==> src/rtl/button_volume_controller_assert.svh <==
// Assertion macros used by the volume controller top level.
`ifndef BUTTON_VOLUME_CONTROLLER_ASSERT_SVH
`define BUTTON_VOLUME_CONTROLLER_ASSERT_SVH

// Check a property at every clock edge outside reset.
`define BVC_ASSERT_HOLDS(label, clk, rst, prop, msg) \
   label: assert property (@(posedge clk) disable iff (rst) prop) else $error(msg);

// Check that a condition holds in the cycle after a trigger.
`define BVC_ASSERT_NEXT(label, clk, rst, trig, cond, msg) \
   label: assert property (@(posedge clk) disable iff (rst) (trig) |=> (cond)) else $error(msg);

`endif

==> src/rtl/bvc_pkg.sv <==
// Shared types and constants of the button volume controller.
`timescale 1ns / 1ps

package bvc_pkg;

   localparam int FUNC_W     = 2;
   localparam int STEP_W     = 6;
   localparam int ATT_W      = 8;
   localparam int TIMEOUT_W  = 11;
   localparam int LEVEL_W    = 3;
   localparam int PRESS_W    = 2;
   localparam int CSR_IDX_W  = 2;
   localparam int CSR_DATA_W = 11;

   localparam logic [STEP_W-1:0]    STEP_SIZE_RESET   = 6'd20;
   localparam logic [ATT_W-1:0]     INITIAL_ATT_RESET = 8'd40;
   localparam logic [TIMEOUT_W-1:0] LED_TIMEOUT_RESET = 11'd1000;
   localparam logic [TIMEOUT_W-1:0] VOL_TIMEOUT_RESET = 11'd400;
   localparam logic [ATT_W-1:0]     MUTE_ATT_RESET    = ATT_W'(5 * STEP_SIZE_RESET);

   typedef enum logic [FUNC_W-1:0] {
      FUNC_BUTTON = 2'd0,
      FUNC_TICK   = 2'd1,
      FUNC_ENABLE = 2'd2
   } func_type;

   typedef enum logic [PRESS_W-1:0] {
      PRESS_IDLE = 2'd0,
      PRESS_DEC  = 2'd1,
      PRESS_INC  = 2'd2
   } press_type;

   typedef enum logic [CSR_IDX_W-1:0] {
      CSR_STEP_SIZE   = 2'd0,
      CSR_INITIAL_ATT = 2'd1,
      CSR_LED_TIMEOUT = 2'd2,
      CSR_VOL_TIMEOUT = 2'd3
   } csr_index_type;

   typedef struct packed {
      logic [STEP_W-1:0]    step_size;
      logic [ATT_W-1:0]     initial_att;
      logic [TIMEOUT_W-1:0] led_timeout_ms;
      logic [TIMEOUT_W-1:0] vol_delay_ms;
   } cfg_type;

   typedef struct packed {
      logic [FUNC_W-1:0] func;
      logic              inc_pressed;
      logic              dec_pressed;
      logic              enable_value;
   } req_item_type;

   typedef struct packed {
      logic [ATT_W-1:0]   codec_att;
      logic               amp_on;
      logic [LEVEL_W-1:0] led_level;
      logic               beep;
      logic [PRESS_W-1:0] press_state;
   } rsp_item_type;

endpackage

==> src/rtl/bvc_req_if.sv <==
// Request channel carrying button, tick and enable items.
`timescale 1ns / 1ps

interface bvc_req_if;
   import bvc_pkg::*;

   logic              valid;
   logic              ready;
   logic [FUNC_W-1:0] func;
   logic              inc_pressed;
   logic              dec_pressed;
   logic              enable_value;

   modport source (output valid, func, inc_pressed, dec_pressed, enable_value,
                   input ready);
   modport sink   (input valid, func, inc_pressed, dec_pressed, enable_value,
                   output ready);
endinterface

==> src/rtl/bvc_rsp_if.sv <==
// Response channel carrying codec, amplifier and LED status items.
`timescale 1ns / 1ps

interface bvc_rsp_if;
   import bvc_pkg::*;

   logic               valid;
   logic               ready;
   logic [ATT_W-1:0]   codec_att;
   logic               amp_on;
   logic [LEVEL_W-1:0] led_level;
   logic               beep;
   logic [PRESS_W-1:0] press_state;

   modport source (output valid, codec_att, amp_on, led_level, beep, press_state,
                   input ready);
   modport sink   (input valid, codec_att, amp_on, led_level, beep, press_state,
                   output ready);
endinterface

==> src/rtl/bvc_csr.sv <==
// Configuration registers of the volume controller.
`timescale 1ns / 1ps

module bvc_csr (
   input  logic                             clock,
   input  logic                             reset,
   input  logic                             write_en,
   input  logic [bvc_pkg::CSR_IDX_W-1:0]    index,
   input  logic [bvc_pkg::CSR_DATA_W-1:0]   wdata,
   output bvc_pkg::cfg_type                 cfg,
   output logic                             init_load
);
   import bvc_pkg::*;

   cfg_type cfg_ff;
   cfg_type cfg_in;
   logic    init_load_ff;
   logic    init_load_in;

   // Decode the register write
   always_comb begin
      cfg_in       = cfg_ff;
      init_load_in = 1'b0;
      if (write_en) begin
         unique case (csr_index_type'(index))
            CSR_STEP_SIZE: begin
               cfg_in.step_size = wdata[STEP_W-1:0];
            end
            CSR_INITIAL_ATT: begin
               cfg_in.initial_att = wdata[ATT_W-1:0];
               init_load_in       = 1'b1;
            end
            CSR_LED_TIMEOUT: begin
               cfg_in.led_timeout_ms = wdata[TIMEOUT_W-1:0];
            end
            CSR_VOL_TIMEOUT: begin
               cfg_in.vol_delay_ms = wdata[TIMEOUT_W-1:0];
            end
            default: begin
               cfg_in = cfg_ff;
            end
         endcase
      end
   end

   // Hold the register values
   always_ff @(posedge clock) begin
      if (reset) begin
         cfg_ff.step_size      <= STEP_SIZE_RESET;
         cfg_ff.initial_att    <= INITIAL_ATT_RESET;
         cfg_ff.led_timeout_ms <= LED_TIMEOUT_RESET;
         cfg_ff.vol_delay_ms   <= VOL_TIMEOUT_RESET;
      end else begin
         cfg_ff <= cfg_in;
      end
   end

   // Pulse the load once the new initial attenuation sits in its register
   always_ff @(posedge clock) begin
      if (reset) begin
         init_load_ff <= 1'b0;
      end else begin
         init_load_ff <= init_load_in;
      end
   end

   assign cfg       = cfg_ff;
   assign init_load = init_load_ff;

endmodule

==> src/rtl/bvc_timer.sv <==
// Millisecond countdown timer with start and expiry.
`timescale 1ns / 1ps

module bvc_timer (
   input  logic                            clock,
   input  logic                            reset,
   input  logic                            start,
   input  logic                            tick,
   input  logic [bvc_pkg::TIMEOUT_W-1:0]   timeout,
   output logic                            expire
);
   import bvc_pkg::*;

   logic [TIMEOUT_W-1:0] count_ff;
   logic [TIMEOUT_W-1:0] count_in;
   logic                 running_ff;
   logic                 running_in;

   // Expire on a tick when the count is down to one or less
   assign expire = tick && running_ff && (count_ff <= TIMEOUT_W'(1));

   // Load on start, count down on tick
   always_comb begin
      count_in   = count_ff;
      running_in = running_ff;
      if (start) begin
         count_in   = timeout;
         running_in = 1'b1;
      end else if (expire) begin
         count_in   = '0;
         running_in = 1'b0;
      end else if (tick && running_ff) begin
         count_in = count_ff - TIMEOUT_W'(1);
      end
   end

   always_ff @(posedge clock) begin
      if (reset) begin
         count_ff   <= '0;
         running_ff <= 1'b0;
      end else begin
         count_ff   <= count_in;
         running_ff <= running_in;
      end
   end

endmodule

==> src/rtl/bvc_core.sv <==
// Press state machine, attenuation and amplifier state of the controller.
`timescale 1ns / 1ps

module bvc_core (
   input  logic                    clock,
   input  logic                    reset,
   input  logic                    fire,
   input  bvc_pkg::req_item_type   item,
   input  bvc_pkg::cfg_type        cfg,
   input  logic                    init_load,
   output bvc_pkg::rsp_item_type   result
);
   import bvc_pkg::*;

   localparam int WIDE_W = ATT_W + 1;

   press_type          press_ff, press_in;
   logic [ATT_W-1:0]   cur_att_ff, cur_att_in;
   logic [ATT_W-1:0]   codec_ff, codec_in;
   logic               amp_ff, amp_in;
   logic               enabled_ff, enabled_in;
   logic [LEVEL_W-1:0] led_ff, led_in;

   logic [WIDE_W-1:0]  step1, step2, step3, step4, step5;
   logic [ATT_W-1:0]   mute_att;
   logic [WIDE_W-1:0]  dec_sum;
   logic [ATT_W-1:0]   inc_att, dec_att, press_att;
   logic [WIDE_W-1:0]  press_wide;
   logic               press_up;
   logic               beep;
   logic               led_start, vol_start, tick;
   logic               led_expire, vol_expire;

   // Multiples of the step for the mute value and the bar thresholds
   assign step1    = WIDE_W'(cfg.step_size);
   assign step2    = step1 << 1;
   assign step3    = step2 + step1;
   assign step4    = step1 << 2;
   assign step5    = step4 + step1;
   assign mute_att = (step5 > WIDE_W'(255)) ? ATT_W'(255) : step5[ATT_W-1:0];

   // Step the attenuation down (increase volume) or up (decrease volume)
   assign inc_att = ({1'b0, cur_att_ff} >= step1) ? cur_att_ff - step1[ATT_W-1:0]
                                                 : cur_att_ff;
   assign dec_sum = {1'b0, cur_att_ff} + step1;
   always_comb begin
      dec_att = cur_att_ff;
      if (dec_sum < step5) begin
         dec_att = (dec_sum > WIDE_W'(255)) ? ATT_W'(255) : dec_sum[ATT_W-1:0];
      end
   end

   assign press_up   = item.inc_pressed;
   assign press_att  = press_up ? inc_att : dec_att;
   assign press_wide = {1'b0, press_att};

   bvc_timer u_led_timer (
      .clock   (clock),
      .reset   (reset),
      .start   (led_start),
      .tick    (tick),
      .timeout (cfg.led_timeout_ms),
      .expire  (led_expire)
   );

   bvc_timer u_vol_timer (
      .clock   (clock),
      .reset   (reset),
      .start   (vol_start),
      .tick    (tick),
      .timeout (cfg.vol_delay_ms),
      .expire  (vol_expire)
   );

   assign tick = fire && (func_type'(item.func) == FUNC_TICK);

   // Next state and result for one item
   always_comb begin
      press_in   = press_ff;
      cur_att_in = cur_att_ff;
      codec_in   = codec_ff;
      amp_in     = amp_ff;
      enabled_in = enabled_ff;
      led_in     = led_ff;
      beep       = 1'b0;
      led_start  = 1'b0;
      vol_start  = 1'b0;

      if (init_load) begin
         cur_att_in = cfg.initial_att;
      end

      if (fire) begin
         unique case (func_type'(item.func))
            FUNC_BUTTON: begin
               unique case (press_ff)
                  PRESS_IDLE: begin
                     if (item.inc_pressed || item.dec_pressed) begin
                        cur_att_in = press_att;
                        if (!enabled_ff) begin
                           codec_in = press_att;
                           amp_in   = 1'b1;
                        end
                        vol_start = 1'b1;
                        led_start = 1'b1;
                        beep      = 1'b1;
                        press_in  = press_up ? PRESS_INC : PRESS_DEC;
                        // Map attenuation to a bar level
                        if (press_wide >= step5) begin
                           led_in = LEVEL_W'(0);
                        end else if (press_wide >= step4) begin
                           led_in = LEVEL_W'(1);
                        end else if (press_wide >= step3) begin
                           led_in = LEVEL_W'(2);
                        end else if (press_wide >= step2) begin
                           led_in = LEVEL_W'(3);
                        end else if (press_wide >= step1) begin
                           led_in = LEVEL_W'(4);
                        end else begin
                           led_in = LEVEL_W'(5);
                        end
                     end
                  end
                  PRESS_DEC: begin
                     if (!item.dec_pressed) press_in = PRESS_IDLE;
                  end
                  PRESS_INC: begin
                     if (!item.inc_pressed) press_in = PRESS_IDLE;
                  end
                  default: begin
                     press_in = PRESS_IDLE;
                  end
               endcase
            end
            FUNC_TICK: begin
               if (led_expire) led_in = '0;
               if (vol_expire && !enabled_ff) begin
                  codec_in = mute_att;
                  amp_in   = 1'b0;
               end
            end
            FUNC_ENABLE: begin
               if (item.enable_value) begin
                  codec_in   = cur_att_ff;
                  amp_in     = 1'b1;
                  enabled_in = 1'b1;
               end else begin
                  enabled_in = 1'b0;
                  vol_start  = 1'b1;
               end
            end
            default: begin
               beep = 1'b0;
            end
         endcase
      end
   end

   // Press state register
   always_ff @(posedge clock) begin
      if (reset) begin
         press_ff <= PRESS_IDLE;
      end else begin
         press_ff <= press_in;
      end
   end

   // Attenuation, amplifier and LED registers
   always_ff @(posedge clock) begin
      if (reset) begin
         cur_att_ff <= INITIAL_ATT_RESET;
         codec_ff   <= MUTE_ATT_RESET;
         amp_ff     <= 1'b0;
         enabled_ff <= 1'b0;
         led_ff     <= '0;
      end else begin
         cur_att_ff <= cur_att_in;
         codec_ff   <= codec_in;
         amp_ff     <= amp_in;
         enabled_ff <= enabled_in;
         led_ff     <= led_in;
      end
   end

   assign result.codec_att   = codec_in;
   assign result.amp_on      = amp_in;
   assign result.led_level   = led_in;
   assign result.beep        = beep;
   assign result.press_state = press_in;

endmodule

==> src/rtl/button_volume_controller.sv <==
// Top level of the two-button volume controller.
`timescale 1ns / 1ps
`include "button_volume_controller_assert.svh"

// Takes one item per clock cycle while no result waits untaken: a button
// sample, a millisecond tick or an enable request, and returns exactly one
// result item for each. An accepted item sits in an input register, passes
// through the press state machine, attenuation and timer logic, and lands in
// the result register. The result register parts the channels: with a result
// waiting, one more item is still taken into the input register.
// Configuration writes through the csr port take effect on the next cycle and
// belong to idle periods; writing the initial attenuation also loads the
// current attenuation, through a registered load pulse.
module button_volume_controller (
   input  logic                             clock,
   input  logic                             reset,
   bvc_req_if.sink                          req_chan,
   bvc_rsp_if.source                        rsp_chan,
   input  logic                             csr_write_en,
   input  logic [bvc_pkg::CSR_IDX_W-1:0]    csr_index,
   input  logic [bvc_pkg::CSR_DATA_W-1:0]   csr_wdata
);
   import bvc_pkg::*;

   cfg_type      cfg;
   logic         init_load;

   logic         in_valid_ff, in_valid_in;
   req_item_type in_item_ff;
   logic         rsp_valid_ff, rsp_valid_in;
   rsp_item_type rsp_ff;
   rsp_item_type result;
   logic         advance;
   logic         fire;
   logic         req_take;
   logic         beep_out;
   logic         press_held;

   // Stall the input register only while a result waits untaken
   assign advance  = !rsp_valid_ff || rsp_chan.ready;
   assign fire     = in_valid_ff && advance;
   assign req_chan.ready = !in_valid_ff || advance;
   assign req_take = req_chan.valid && req_chan.ready;

   bvc_csr u_csr (
      .clock     (clock),
      .reset     (reset),
      .write_en  (csr_write_en),
      .index     (csr_index),
      .wdata     (csr_wdata),
      .cfg       (cfg),
      .init_load (init_load)
   );

   bvc_core u_core (
      .clock     (clock),
      .reset     (reset),
      .fire      (fire),
      .item      (in_item_ff),
      .cfg       (cfg),
      .init_load (init_load),
      .result    (result)
   );

   // Input register: load on accept, drop when the item moves on
   always_comb begin
      in_valid_in = in_valid_ff;
      if (req_take) begin
         in_valid_in = 1'b1;
      end else if (fire) begin
         in_valid_in = 1'b0;
      end
   end

   always_ff @(posedge clock) begin
      if (reset) begin
         in_valid_ff <= 1'b0;
      end else begin
         in_valid_ff <= in_valid_in;
      end
   end

   always_ff @(posedge clock) begin
      if (req_take) begin
         in_item_ff.func         <= req_chan.func;
         in_item_ff.inc_pressed  <= req_chan.inc_pressed;
         in_item_ff.dec_pressed  <= req_chan.dec_pressed;
         in_item_ff.enable_value <= req_chan.enable_value;
      end
   end

   // Result register: load a new item, clear once taken
   always_comb begin
      rsp_valid_in = rsp_valid_ff;
      if (fire) begin
         rsp_valid_in = 1'b1;
      end else if (rsp_chan.ready) begin
         rsp_valid_in = 1'b0;
      end
   end

   always_ff @(posedge clock) begin
      if (reset) begin
         rsp_valid_ff <= 1'b0;
      end else begin
         rsp_valid_ff <= rsp_valid_in;
      end
   end

   always_ff @(posedge clock) begin
      if (fire) begin
         rsp_ff <= result;
      end
   end

   assign rsp_chan.valid       = rsp_valid_ff;
   assign rsp_chan.codec_att   = rsp_ff.codec_att;
   assign rsp_chan.amp_on      = rsp_ff.amp_on;
   assign rsp_chan.led_level   = rsp_ff.led_level;
   assign rsp_chan.beep        = rsp_ff.beep;
   assign rsp_chan.press_state = rsp_ff.press_state;

   assign beep_out   = rsp_valid_ff && rsp_ff.beep;
   assign press_held = (rsp_ff.press_state != PRESS_IDLE);

   // Checks on the item flow and the press result
   `BVC_ASSERT_NEXT(a_take_loads, clock, reset, req_take, in_valid_ff, "accepted item lost")
   `BVC_ASSERT_NEXT(a_fire_result, clock, reset, fire, rsp_valid_ff, "result not registered")
   `BVC_ASSERT_HOLDS(a_beep_press, clock, reset, beep_out |-> press_held, "beep without press")

endmodule
==> src/flat_wrapper.sv <==
// flat-port wrapper written by rule: the top's interface ports become plain ports
module button_volume_controller_flat import bvc_pkg::*;
  (clock, reset, csr_write_en, csr_index, csr_wdata, req_chan_valid, req_chan_func, req_chan_inc_pressed, req_chan_dec_pressed, req_chan_enable_value, req_chan_ready, rsp_chan_valid, rsp_chan_codec_att, rsp_chan_amp_on, rsp_chan_led_level, rsp_chan_beep, rsp_chan_press_state, rsp_chan_ready);
  bvc_req_if req_chan_i ();
  bvc_rsp_if rsp_chan_i ();
  input  logic clock;
  input  logic reset;
  input  logic csr_write_en;
  input  logic [bvc_pkg::CSR_IDX_W-1:0] csr_index;
  input  logic [bvc_pkg::CSR_DATA_W-1:0] csr_wdata;
  input wire logic [$bits(req_chan_i.valid)-1:0] req_chan_valid;
  input wire logic [$bits(req_chan_i.func)-1:0] req_chan_func;
  input wire logic [$bits(req_chan_i.inc_pressed)-1:0] req_chan_inc_pressed;
  input wire logic [$bits(req_chan_i.dec_pressed)-1:0] req_chan_dec_pressed;
  input wire logic [$bits(req_chan_i.enable_value)-1:0] req_chan_enable_value;
  output wire logic [$bits(req_chan_i.ready)-1:0] req_chan_ready;
  output wire logic [$bits(rsp_chan_i.valid)-1:0] rsp_chan_valid;
  output wire logic [$bits(rsp_chan_i.codec_att)-1:0] rsp_chan_codec_att;
  output wire logic [$bits(rsp_chan_i.amp_on)-1:0] rsp_chan_amp_on;
  output wire logic [$bits(rsp_chan_i.led_level)-1:0] rsp_chan_led_level;
  output wire logic [$bits(rsp_chan_i.beep)-1:0] rsp_chan_beep;
  output wire logic [$bits(rsp_chan_i.press_state)-1:0] rsp_chan_press_state;
  input wire logic [$bits(rsp_chan_i.ready)-1:0] rsp_chan_ready;
  assign req_chan_i.valid = req_chan_valid;
  assign req_chan_i.func = req_chan_func;
  assign req_chan_i.inc_pressed = req_chan_inc_pressed;
  assign req_chan_i.dec_pressed = req_chan_dec_pressed;
  assign req_chan_i.enable_value = req_chan_enable_value;
  assign req_chan_ready = req_chan_i.ready;
  assign rsp_chan_valid = rsp_chan_i.valid;
  assign rsp_chan_codec_att = rsp_chan_i.codec_att;
  assign rsp_chan_amp_on = rsp_chan_i.amp_on;
  assign rsp_chan_led_level = rsp_chan_i.led_level;
  assign rsp_chan_beep = rsp_chan_i.beep;
  assign rsp_chan_press_state = rsp_chan_i.press_state;
  assign rsp_chan_i.ready = rsp_chan_ready;
  button_volume_controller u_core (.clock(clock), .reset(reset), .req_chan(req_chan_i), .rsp_chan(rsp_chan_i), .csr_write_en(csr_write_en), .csr_index(csr_index), .csr_wdata(csr_wdata));
endmodule
==> config.mk <==
export PLATFORM = sky130hd
export DESIGN_NAME = button_volume_controller_flat
export DESIGN_NICKNAME = d
export VERILOG_FILES = /design/src/rtl/bvc_pkg.sv /design/src/rtl/bvc_req_if.sv /design/src/rtl/bvc_rsp_if.sv /design/src/rtl/bvc_csr.sv /design/src/rtl/bvc_timer.sv /design/src/rtl/bvc_core.sv /design/src/rtl/button_volume_controller.sv /design/src/flat_wrapper.sv
export VERILOG_INCLUDE_DIRS = /design/src /design/src/rtl
export SDC_FILE = /design/constraint.sdc
export NUM_CORES = 1
export LEC_CHECK = 0
export BUFFER_PORTS_ARGS = -buffer_cell sky130_fd_sc_hd__buf_2
export CAP_MARGIN = 10
export CORE_MARGIN = 8
export CORE_UTILIZATION = 46
export DETAILED_ROUTE_END_ITERATION = 6
export HOLD_SLACK_MARGIN = 0.06
export PLACE_DENSITY = 0.72
export SLEW_MARGIN = 25
export SYNTH_ARGS = -nofsm -noshare
export SYNTH_HDL_FRONTEND = slang
export SYNTH_SLANG_ARGS = --single-unit
==> constraint.sdc <==
create_clock -name clock -period 5.91 [get_ports clock]
set_input_delay 0.591 -clock clock [delete_from_list [all_inputs] [get_ports clock]]
set_output_delay 0.591 -clock clock [all_outputs]
set_load 0.02 [all_outputs]
; Word-level counts from Yosys, hierarchy flattened
; Cells that the tools add are included.
[classes]
addsub = 6
magnitude_cmp = 11
n_eq_ne = 7
mux = 64
n_bitwise = 1
n_reduce_logical = 29
[op_table]
columns = op, count
row1 = 8-bit 2-to-1 mux, 16
row2 = 11-bit 2-to-1 mux, 6
row3 = 3-bit 2-to-1 mux, 8
row4 = 8-bit case mux with 3 select lines, 1
row5 = 1-bit 2-to-1 mux, 23
row6 = "11-bit by 1-bit <= comparator with 1-bit output, second input constant", 2
row7 = "11-bit by 1-bit subtractor with 11-bit output, second input constant", 2
row8 = 8-bit by 6-bit adder with 9-bit output, 2
row9 = "9-bit by 8-bit > comparator with 1-bit output, second input constant", 2
row10 = 8-bit by 6-bit >= comparator with 1-bit output, 2
row11 = 8-bit >= comparator, 2
row12 = 2-bit 2-to-1 mux, 6
row13 = 2-bit AND reduction, 5
row14 = 8-bit by 9-bit >= comparator with 1-bit output, 1
row15 = 9-bit less-than comparator, 1
row16 = 7-bit by 6-bit adder with 8-bit output, 1
row17 = "2-bit equality test, second input constant", 4
row18 = 8-bit by 7-bit >= comparator with 1-bit output, 1
row19 = 1-bit logical AND, 8
row20 = 2-bit nonzero test, 4
row21 = 8-bit by 6-bit subtractor with 8-bit output, 1
row22 = "2-bit by 1-bit equality test with 1-bit output, second input constant", 3
row23 = 2-bit logical NOT, 3
row24 = 2-bit case mux with 3 select lines, 1
row25 = 8 further kinds, 13
[word_totals]
register_bits = 106
in_bits = 23
output_inout_bits = 17
wordCells = 144

; Logic depth before layout (Yosys ltp)
; Gate-level depths: netlist of the first run.
[depth]
ltp_word = 15
depth_mapped = 27
depth_no_buf = 25

; Hierarchy
; From an unflattened synthesis of the first run, not the netlist that was laid out.
[unflattened]
hier_cells = 874
area_unflattened_um2 = 7554.7
[by_module_without_submodules]
columns = mod, n_inst, cells_each, area_each_um2, seq_area_each_um2
row1 = bvc_core, 1, 520, 3885.0, 460.4
row2 = bvc_csr, 1, 145, 1485.2, 740.7
row3 = bvc_timer at u_core.u_core.u_vol_timer, 1, 91, 748.2, 240.2
row4 = bvc_timer at u_core.u_core.u_led_timer, 1, 88, 732.0, 240.2
row5 = button_volume_controller, 1, 30, 704.4, 640.6

; Worst setup path before layout of the first run
; Ideal clock, no wire load.
[synth_path]
path_kind = flip-flop to flip-flop
startpoint = register u_core.u_csr.cfg_ff, in the netlist u_core.u_csr.cfg[30]
endpoint = register u_core.rsp_ff, in the netlist u_core.rsp_chan.led_level[0] (data pin)
setup_time_ns = 0.265
arrival_time_ns = 5.571
t_required_ns = 5.645
setup_slack_ns = 0.074
stages_incl_launch_ff = 27
path_buffers = 1
synth_period_minus_slack_ns = 5.836
cell_sequence = dfxtp_1 ha_1 fa_1 nor2b_2 o311a_1 o31ai_1 xnor2_1 ha_1 o21ai_0 nor2_1 or3_1 buf_6 a31oi_1 nand3_4 o31ai_1 mux2_2 inv_1 ha_1 nor2b_1 o21a_1 o21a_1 o21ai_0 nand2b_1 a211oi_1 o311ai_4 o21bai_2 a31oi_1
[synth_rtl]
columns = element, line_no
row1 = from (decl), bvc_csr.sv:15  ; cfg_type cfg_ff;
row2 = from (signal assigned), bvc_csr.sv:54  ; cfg_ff <= cfg_in;
row3 = to (signal assigned), button_volume_controller.sv:112  ; rsp_ff <= result;
row4 = to (decl), button_volume_controller.sv:31  ; rsp_item_type rsp_ff;

; Worst setup path after layout of the first run
[layout_path]
startpoint = register u_core.u_csr.cfg_ff, in the netlist u_core.u_csr.cfg[30]
endpoint = register u_core.u_core.led_ff[2]
[layout_via]
elab_chain_cells = 14
word_cells_on_any_way = 23
cone_classes = 4 x add/sub / 7 x order compare / 12 x mux
[layout_lines]
columns = element, line_no
row1 = 8-bit by 6-bit adder with 9-bit output, bvc_core.sv:45  ; assign dec_sum = {1'b0, cur_att_ff} + step1;
row2 = 9-bit by 8-bit > comparator with 1-bit output, bvc_core.sv:49  ; dec_att = (dec_sum > WIDE_W'(255)) ? ATT_W'(255) : dec_sum[ATT_W-1:0];
row3 = 8-bit 2-to-1 mux, bvc_core.sv:49
row4 = 8-bit 2-to-1 mux, bvc_core.sv:48  ; if (dec_sum < step5) begin
row5 = 8-bit 2-to-1 mux, bvc_core.sv:54  ; assign press_att = press_up ? inc_att : dec_att;
row6 = 8-bit by 7-bit >= comparator with 1-bit output, bvc_core.sv:115  ; end else if (press_wide >= step2) begin
row7 = 3-bit 2-to-1 mux, bvc_core.sv:115
row8 = 3-bit 2-to-1 mux, bvc_core.sv:113  ; end else if (press_wide >= step3) begin
row9 = 3-bit 2-to-1 mux, bvc_core.sv:111  ; end else if (press_wide >= step4) begin
row10 = 3-bit 2-to-1 mux *, bvc_core.sv:109  ; if (press_wide >= step5) begin
row11 = 3-bit 2-to-1 mux *, bvc_core.sv:98  ; if (item.inc_pressed || item.dec_pressed) begin
row12 = 3-bit 2-to-1 mux *, bvc_core.sv:96  ; unique case (press_ff)
row13 = 3-bit case mux with 2 select lines *, bvc_core.sv:94  ; unique case (func_type'(item.func))
row14 = 3-bit 2-to-1 mux *, bvc_core.sv:93  ; if (fire) begin
row15 = to (signal assigned), bvc_core.sv:181  ; led_ff <= led_in;
row16 = to (decl), bvc_core.sv:22  ; logic [LEVEL_W-1:0] led_ff, led_in;
; Mark *: on every way between the ends. The rest lies on a longest branch, timed or not.
; A chain may end at the register's enable or synchronous reset.

==> results of run 1 <==
## power by group through the flow
stage	Combinational (uW)	Clock [uW]	Sequential (uW)
2_1_floorplan	404	0	815
3_3_place_gp	550	0	816
3_5_place_dp	555	0	816
4_1_cts	559	661	800
5_1_grt	666	693	805
6_report	606	650	801
## layout make-up
type	count	area (um2)	area share, %
timing repair buffer	76	473	5.69
tap	216	270	3.25
inverter	40	150	1.81
multi-input combinational	681	4780	57.4
clock buffer	9	225	2.71
clock inverter	7	98.8	1.19
sequential	106	2320	27.9
## per-stage QoR
stage | setup slack (ps) | utilization [%] | area (um2)
finish | 202 | 52.7 | 8320
global route | -88.0 | 52.7 | 8320
CTS | 2.63 | 52.0 | 8190
detailed placement | 44.5 | 49.9 | 7870
global placement | 115 | 49.9 | 7870
floorplan | 74.0 | - | 7370
## layer usage
metal / GRT usage (%) / share of wire (%) / vias to the layer above
li1: - / - / 3231
met1: 27.0 / 44 / 3135
met2: 33.1 / 45 / 281
met3: 4.13 / 7.0 / 55
met4: 8.00 / 3.6 / 0
met5: 0 / 0 / -
## repair_timing
item | 4_1_cts | 5_1_grt
setup endpoints to repair | 0 | 6
buffers inserted | 0 | 3
hold buffers | 0 | 0
resized for setup | 0 | 23
## cells in the mapped netlist, types with 8 or more instances
| library cell | instances | area share [%] |
|---|---|---|
| a211oi_1 | 18 | 1.8 |
| a21o_1 | 14 | 1.4 |
| a21oi_1 | 63 | 4.3 |
| a22oi_1 | 8 | 0.81 |
| a31oi_1 | 8 | 0.68 |
| and2_1 | 8 | 0.68 |
| clkbuf_1 | 21 | 1.1 |
| dfxtp_1 | 86 | 23 |
| edfxtp_1 | 20 | 8.1 |
| ha_1 | 64 | 11 |
| inv_1 | 38 | 1.9 |
| mux2i_1 | 23 | 3.1 |
| nand2_1 | 99 | 5.0 |
| nand2b_1 | 14 | 1.2 |
| nand3_1 | 26 | 1.8 |
| nor2_1 | 85 | 4.3 |
| nor2b_1 | 8 | 0.68 |
| nor3_1 | 27 | 1.8 |
| o211ai_1 | 8 | 0.81 |
| o21a_1 | 9 | 0.92 |
| o21ai_0 | 41 | 2.8 |
| o31ai_1 | 8 | 0.81 |
| xnor2_1 | 19 | 2.3 |
| xor2_1 | 8 | 0.95 |
## registers in the layout, summed over array words and instances (netlist names), 2 cells and up
register	count
u_core.u_core.u_led_timer.count_ff	11
u_core.u_core.codec_ff	8
u_core.in_item_ff	5
u_core.rsp_chan.press_state	2
u_core.u_core.u_vol_timer.count_ff	11
u_core.rsp_chan.led_level	3
u_core.u_core.cur_att_ff	8
u_core.u_core.led_ff	3
u_core.rsp_chan.codec_att	8
u_core.u_core.press_ff	2
u_core.u_csr.cfg	36
## placed cells by master (no fill, tap or decap), types with 9 or more instances in the layout
cell type	Yosys	final
nand2b_1	14	14
a21o_1	14	14
ha_1	64	64
nand3_1	26	26
nor3_1	27	27
edfxtp_1	20	20
clkbuf_16	0	9
buf_4	1	37
inv_1	38	38
nor2_1	85	83
xnor2_1	19	18
o21a_1	9	9
a21oi_1	63	61
buf_2	1	39
dfxtp_1	86	85
nand2_1	99	99
o21ai_0	41	38
a211oi_1	18	16
mux2i_1	23	23
## cell families after synthesis
kind of cell               count (synthesis)  synth area share, %
xor gates and xnor gates                  27                 3.21
adders and majority gates                 68                 12.0
buffers and inverters                     77                 5.04
AOI/OAI and AO/OA                        239                 23.0
and+or+nand+nor                          320                 21.5
DFF                                      106                 31.5
muxes                                     27                 3.74
## how the worst max path moves through the flow
stage / startpoint / to / slack (ps) / cells after the start
3_3_place_gp: u_core.u_csr.cfg[30] / u_core.rsp_chan.led_level[1] / 110 / 25
4_1_cts: u_core.u_csr.cfg[30] / u_core.u_core.led_ff[2] / 3 / 25
2_1_floorplan: u_core.u_csr.cfg[30] / u_core.rsp_chan.led_level[0] / 70 / 26
3_5_place_dp: u_core.u_csr.cfg[30] / u_core.u_core.led_ff[2] / 40 / 25
6_report: u_core.u_csr.cfg[30] / u_core.u_core.led_ff[2] / 200 / 24
5_1_grt: u_core.u_csr.cfg[30] / u_core.rsp_chan.led_level[0] / -90 / 25
==> impl_metrics.csv, run 1 <==
group,metric,value,unit
pwr,p_sw_share,31.7,%
cells_and_area,nets,1005,
route,routed_wl,21200,um
hold_path,hp-class,"input port to register",
sta,fin_crit_sh,96.6,%
clock_tree,clk_latency,350,ps
logic_synthesis,synth_top_flop_cell,"dfxtp_1",
clock_tree,clock_sinks,106,
global_routing,grt-ovfl-total,0,
clock_tree,numCtsBuffers,9,
global_routing,grt_pass1_wl,33500,um
setup_path,required,6170,ps
setup_path,r2r-start,"u_core.u_csr.cfg[30]",
sta,clock.fmax,0.175,GHz
sta,tightest_slew,998,ps
setup_path,cp.arrival,5960,ps
setup_path,critPathKind,"register to register",
setup_path,r2r_slack,200,ps
setup_path,startpoint_type,"register",
place,gp_congestion,0.972,
hold_path,hold_start,"req_chan_inc_pressed",
pwr,pwr-share-seq,38.9,%
sta,worst_clock_skew,10.5,ps
cells_and_area,fillCellCount,1476,
sta,finalSetupViolCount,0,
global_routing,grt_pass1_vias,6337,
logic_synthesis,synth_edf_count,20,
global_routing,grt_use_total,20.7,%
cells_and_area,areaGrowthSynthToFinish,12.9,%
flow_run,drv_cap,0,
logic_synthesis,synth_seq_cells,106,
pwr,vdd.ir_drop.worst,0.199,mV
floorplan,die_x,143,um
sta,max_slew_margin,33.0,%
logic_synthesis,ys_async_sr_fraction,0,%
logic_synthesis,yosysWarnings,0,
clock_tree,root_buffer,"clkbuf_16",
route,drt_iter0_markers,625,
pwr,pwr-share-comb,29.5,%
setup_path,reg2reg_depth,24,
route,vias,6702,
clock_tree,cts_tree,"done",
pwr,intPower,1400,uW
logic_synthesis,synthCells,864,
pwr,p_leak,0.00347,uW
logic_synthesis,synthDistinctLibCells,92,
route,wire_per_inst,18.7,um
place,dp_cells,1116,
floorplan,coreArea,0.0158,mm2
logic_synthesis,avgSynthCellArea,8.53,um2
route,drc,0,
floorplan,boundaryPins,40,
logic_synthesis,ys_seq_area_share,31.5,%
cells_and_area,drive_above_1_share,17.1,%
clock_tree,cts_buffer_depth,2,
sta,final.setup.tns,0,ps
sta,hold_viol,0,
place,dp_hpwl,15700,um
floorplan,start_util,46.7,%
cells_and_area,antennaDiodeCount,0,
sta,min_period,5710,ps
setup_path,crit_family,"compound AO/OA/AOI/OAI gates",
pwr,power,2060,uW
logic_synthesis,netlist_area,0.00737,mm2
hold_path,worstHoldEndpoint,"u_core.in_item_ff[2]",
clock_tree,cts.htree.levels,3,
floorplan,dieArea,0.0203,mm2
global_routing,antenna_found_initial,0,
pwr,p_clk_share,31.6,%
setup_path,critPathSlowestCell,"or3_4",
setup_path,r2r_end,"u_core.u_core.led_ff[2]",
setup_path,cp_slowest_stage_delay,390,ps
cells_and_area,instances_no_fill,1135,
hold_path,hold_depth,1,
run_status,outcome,"finished clean",
pwr,p_sw,653,uW
sta,fin_hold_ws,417,ps
route,drt_pass1_iterations,5,
route,viasPerCell,5.90,
place,io_buffer_count,39,
floorplan,die_h,143,um
setup_path,cp_common_cell,"ha_1",
logic_synthesis,synth_nets,955,
clock_tree,clk_pin_slew,80,ps
floorplan,num_rows,46,
setup_path,end_kind,"register",
sta,drv_slew,0,
setup_path,path_buf_inv,2,
pwr,p_per_area,247,mW/mm2
route,ant_nets,0,
global_routing,grt_max_degree,67,
setup_path,crit_chain,"ha_1, fa_2, nor2b_2, o311a_1, o31ai_2, xnor2_1, ha_1, o21ai_0, nor2_1, or3_4, a31oi_4, nand3_4, buf_4, o31ai_1, mux2_2, inv_1, ha_1, and4_1, nand3_1, nor3_1, a211oi_2, o311ai_4, or2_1, o31ai_2",
setup_path,crit_fanout,6,
Power figures use the tool's default switching activity.
==> run 2, diff against run 1 <==
CORE_MARGIN = default   (was 8)
==> run 2 against run 1 <==
Critical path type unchanged. Routed wire length is 3.4% lower. Sequential power barely moved. Via count rose by 0.40%. Critical endpoint is now u_core.u_core.led_ff[0].
==> impl_metrics.csv, run 2 (synthesized netlist as in run 1, its figures left out) <==
group,metric,value,unit
pwr,p_leak,0.00344,uW
pwr,p_sw_share,33.0,%
route,vias,6729,
clock_tree,root_buffer,"clkbuf_16",
pwr,intPower,1340,uW
route,ant_nets,0,
clock_tree,postCtsHoldBufs,0,
setup_path,critPathSlowestCell,"a2111o_1",
cells_and_area,nets,1001,
clock_tree,cts.htree.levels,3,
clock_tree,numCtsBuffers,9,
cells_and_area,antennaDiodeCount,0,
sta,tightest_slew,1040,ps
setup_path,cp.arrival,5950,ps
place,placed_area,0.00784,mm2
route,wl_met3,1340,um
clock_tree,cts_tree,"done",
route,drt_iter0_markers,652,
route,drt_pass1_iterations,5,
sta,min_period,5680,ps
sta,hold_viol,0,
setup_path,cp_slowest_stage_delay,440,ps
setup_path,end_kind,"register",
cells_and_area,mostFrequentLayoutCell,"nand2_1",
global_routing,antenna_found_initial,0,
place,dp_cells,1108,
setup_path,crit_family,"compound AO/OA/AOI/OAI gates",
cells_and_area,final_cell_mix,"99 x nand2_1, 85 x dfxtp_1, 83 x nor2_1",
clock_tree,clock_sinks,106,
flow_run,drv_cap,0,
pwr,p_per_area,243,mW/mm2
floorplan,die_h,129,um
global_routing,grt_use_total,25.5,%
route,drc,0,
floorplan,die_x,129,um
route,met2_wirelength,8980,um
setup_path,required,6170,ps
clock_tree,clk_latency,350,ps
cells_and_area,design_area,0.00826,mm2
route,viasPerCell,5.98,
pwr,pwr-share-comb,29.8,%
hold_path,hp-class,"input port to register",
sta,worst_clock_skew,13.2,ps
floorplan,coreArea,0.0154,mm2
floorplan,start_util,47.8,%
global_routing,grt_pass1_wl,32600,um
place,dp_hpwl,15300,um
place,io_buffer_count,39,
cells_and_area,instances_no_fill,1126,
setup_path,critPathKind,"register to register",
pwr,p_sw,663,uW
route,routed.top_layer,"met4",
sta,fin_crit_sh,96.2,%
cells_and_area,areaGrowthSynthToFinish,12.1,%
route,wl_met1,9310,um
setup_path,startpoint_type,"register",
sta,drv_slew,0,
sta,max_slew_margin,30.1,%
global_routing,grt-ovfl-total,0,
sta,clock.fmax,0.176,GHz
cells_and_area,largest_register_ffs,36,
clock_tree,cts_buffer_depth,2,
global_routing,grt_pass1_vias,6323,
sta,finalSetupViolCount,0,
floorplan,boundaryPins,40,
sta,fin_hold_ws,418,ps
cells_and_area,drive_above_1_share,16.7,%
cells_and_area,fillCellCount,1457,
pwr,vdd.ir_drop.worst,0.152,mV
sta,final.setup.tns,0,ps
clock_tree,clk_pin_slew,80,ps
pwr,p_clk_share,30.2,%
floorplan,num_rows,45,
route,wire_per_inst,18.2,um
route,routed_wl,20500,um
place,gp_congestion,0.981,
setup_path,crit_fanout,5,
global_routing,grt_max_degree,67,
floorplan,dieArea,0.0165,mm2
pwr,pwr-share-seq,39.9,%
setup_path,path_buf_inv,2,
run_status,outcome,"finished clean",
==> run 2: timing repair <==
| item | in CTS | in global routing |
|---|---|---|
| setup buffers | 0 | 2 |
| resized for setup | 0 | 22 |
| setup endpoints to repair | 0 | 6 |
==> run 2: final cells by class <==
type                    instances  area, um2  share of cell area (%)
clock buffers                  10        250                    3.03
clock inverters                 6       57.6                   0.697
inverters                      40        150                    1.82
multi-input cells             681       4770                    57.8
flip-flops and latches        106       2320                    28.1
well taps                     211        264                    3.20
repair buffers                 72        443                    5.36
==> run 2: metal layers <==
layer / GRT usage, % / vias to the layer above
met1: 33.8 / 3172
li1: - / 3234
met5: 0 / -
met4: 12.2 / 0
met3: 5.16 / 61
met2: 39.8 / 262
==> run 2: power groups by stage <==
stage	combinational [uW]	clock [uW]	sequential, uW
floorplan	404	0	815
global placement	545	0	816
detailed placement	553	0	816
CTS	558	616	800
global route	656	647	805
finish	598	607	802
==> run 2: worst paths after layout <==
check / start / to / slack (ps) / cells after the start
max: u_core.u_csr.cfg[30] / u_core.u_core.led_ff[0] / 230 / 25
min reg2reg: u_core.u_csr.cfg[12] / u_core.u_csr.cfg[12] / 450 / 2
min: req_chan_func[0] / u_core.in_item_ff[3] / 420 / 1
max reg2reg: u_core.u_csr.cfg[30] / u_core.u_core.led_ff[0] / 230 / 25
==> run 2: through the flow <==
| step | setup WS, ps | util, % | power [uW] |
|---|---|---|---|
| after floorplan | 74.0 | - | 1220 |
| after global placement | 157 | 50.8 | 1360 |
| after detailed placement | 88.5 | 50.8 | 1370 |
| after CTS | 57.4 | 52.8 | 1970 |
| after global routing | -68.8 | 53.6 | 2110 |
| final | 225 | 53.6 | 2010 |
==> run 3, diff against run 2 <==
ABC_AREA = 1   (was default)
==> run 3 against run 2 <==
Sequential power grew 0.6%. Flip-flop and latch count is the same. Synthesized cell count grew 14%. Largest cell class unchanged. Sequential share of layout area grew 2.1 points. Via count shrank 0.31%. Final area shrank 7.0%. Clock-buffer cell count is the same. Worst setup slack gained 340 ps. Clock power shrank 1%. Utilization shrank 1.5 points.
==> impl_metrics.csv, run 3 <==
group,metric,value,unit
clock_tree,cts_tree,"done",
cells_and_area,instances_no_fill,1201,
sta,fin_ws,561,ps
floorplan,die_h,126,um
clock_tree,clk_latency,350,ps
route,routed.top_layer,"met4",
cells_and_area,antennaDiodeCount,0,
cells_and_area,design_area,0.00768,mm2
pwr,p_clk_share,30.4,%
setup_path,cp_slowest_stage_delay,720,ps
logic_synthesis,synthCells,985,
route,drc,0,
setup_path,critPathSlowestCell,"dfxtp_1",
global_routing,grt_pass1_wl,31700,um
cells_and_area,areaGrowthSynthToFinish,8.98,%
pwr,p_per_area,257,mW/mm2
cells_and_area,fin_util,52.1,%
place,post-place-ws,626,ps
pwr,p_sw_share,34.6,%
sta,fin_crit_sh,90.5,%
sta,min_period,5350,ps
cells_and_area,nets,1103,
route,drt_iter0_markers,794,
cells_and_area,drive_above_1_share,8.95,%
pwr,pwr-share-comb,28.6,%
place,gp_congestion,0.965,
setup_path,cp_common_cell,"nand2_1",
global_routing,grt_use_total,25.4,%
run_status,outcome,"finished clean",
route,wl_met3,1350,um
hold_path,hp-class,"input port to register",
sta,finalSetupViolCount,0,
global_routing,grt_max_degree,55,
sta,hold_viol,0,
cells_and_area,largest_register_ffs,36,
clock_tree,cts_setup_buffers,0,
sta,max_slew_margin,38.7,%
clock_tree,cts.htree.levels,3,
logic_synthesis,yosys.area.top_type,"dfxtp_1",
setup_path,cp.arrival,5580,ps
logic_synthesis,ys_async_sr_fraction,0,%
logic_synthesis,synth.most_common_cell,"nand2_1",
sta,tightest_slew,920,ps
sta,final.setup.tns,0,ps
place,placed_area,0.00739,mm2
sta,worst_clock_skew,14.3,ps
global_routing,grt-ovfl-total,0,
setup_path,critPathKind,"register to register",
route,wl_met1,9060,um
cells_and_area,final_cell_mix,"184 x nand2_1, 122 x inv_1, 107 x nor2_1",
clock_tree,clock_sinks,106,
clock_tree,cts_resized,0,
floorplan,coreArea,0.0148,mm2
logic_synthesis,avgSynthCellArea,7.16,um2
logic_synthesis,synth_top_flop_cell,"dfxtp_1",
floorplan,dieArea,0.0158,mm2
logic_synthesis,ys_seq_area_share,32.9,%
clock_tree,cts_buffer_depth,2,
sta,drv_slew,0,
setup_path,startpoint_type,"register",
sta,clock.fmax,0.187,GHz
route,drt_pass1_iterations,6,
setup_path,required,6140,ps
floorplan,boundaryPins,40,
cells_and_area,mostFrequentLayoutCell,"nand2_1",
route,routed_wl,19400,um
clock_tree,clk_pin_slew,70,ps
place,dp_hpwl,14400,um
logic_synthesis,synth_seq_cells,106,
floorplan,num_rows,44,
sta,rsz0062_at_grt,"no",
setup_path,crit_fanout,10,
logic_synthesis,netlist_area,0.00705,mm2
logic_synthesis,synth_edf_count,20,
floorplan,die_x,126,um
pwr,vdd.ir_drop.worst,0.178,mV
route,met2_wirelength,8390,um
route,viasPerCell,5.59,
clock_tree,root_buffer,"clkbuf_16",
logic_synthesis,synthTopCellsByCount,"184 x nand2_1, 122 x inv_1, 107 x nor2_1",
clock_tree,numCtsBuffers,9,
floorplan,start_util,47.8,%
logic_synthesis,synth_nets,1076,
route,wire_per_inst,16.1,um
pwr,p_sw,683,uW
logic_synthesis,synthTopCellsByArea,"dfxtp_1 24%, ha_1 11%, nand2_1 9.8%",
flow_run,drv_cap,0,
route,ant_nets,0,
place,dp_cells,1185,
clock_tree,postCtsHoldBufs,0,
logic_synthesis,synthDistinctLibCells,48,
logic_synthesis,synth_top_area_share,24.4,%
pwr,intPower,1290,uW
route,vias,6708,
pwr,pwr-share-seq,40.9,%
global_routing,grt_pass1_vias,6069,
place,io_buffer_count,39,
global_routing,antenna_found_initial,0,
pwr,p_leak,0.00370,uW
logic_synthesis,yosysWarnings,0,
setup_path,end_kind,"register",
## run 3: cell count changes after synthesis, sizes merged, moves of 13 or more
| cell | before | now |
|---|---|---|
| xnor2 | 19 | 6 |
| a211oi | 18 | 2 |
| inv | 39 | 130 |
| nand3 | 27 | 53 |
| nor2 | 87 | 114 |
| o21ai | 43 | 84 |
| nand2 | 99 | 189 |
| nor3 | 31 | 11 |
| a21oi | 63 | 92 |
| nand2b | 14 | 0 |
| mux2i | 23 | 0 |
## run 3: final cells by class
class	instances	area, um2
clock inverter	6	45.0
tap	184	230
fill	1450	7070
multi-input combinational	719	4110
sequential	106	2320
inverter	134	503
clock buffer	10	250
timing repair buffer	42	218
## run 3: worst paths after layout
check,depth (start not counted),to,slack [ps],startpoint
setup / recovery,37,u_core.rsp_chan.led_level[2],560,u_core.u_csr.cfg[31]
hold / removal,1,u_core.in_item_ff[0],420,req_chan_enable_value
setup reg to reg,37,u_core.rsp_chan.led_level[2],560,u_core.u_csr.cfg[31]
hold reg to reg,2,u_core.u_csr.cfg[19],460,u_core.u_csr.cfg[19]
## run 3: metal layers
metal	track usage, %	up-vias
met4	8.79	0
li1	-	3345
met2	40.0	270
met3	3.61	45
met5	0	-
met1	35.5	3048
## run 3: per-stage QoR
step	power (uW)	hold WS (ps)
floorplan	1230	429
global placement	1370	440
detailed placement	1380	444
CTS	1970	417
global route	2090	412
finish	1970	417
## run 3: worst max-delay path: cells and delay by family (launching register included)
kind	cells	cell delay (ps)
compound gates	9	1190
xor+xnor	1	250
fa+ha+maj	3	1010
buf+inv	3	450
flops	1	720
simple gates	21	1590
## run 3: cell families after synthesis
| family | after synthesis | share of synthesized area (%) |
|---|---|---|
| AO/OA/AOI/OAI | 234 | 19.1 |
| XOR/XNOR | 24 | 2.98 |
| AND/OR/NAND/NOR | 393 | 23.8 |
| buffers and inverters | 160 | 8.70 |
| adder cells (fa/ha/maj) | 68 | 12.5 |
| flip-flops | 106 | 32.9 |
## run 3: power groups by stage
stage	logic (uW)	clock network, uW	registers (uW)
2_1_floorplan	412	0	819
3_5_place_dp	554	0	822
5_1_grt	646	635	811
3_3_place_gp	550	0	822
6_report	564	600	807
4_1_cts	557	605	806
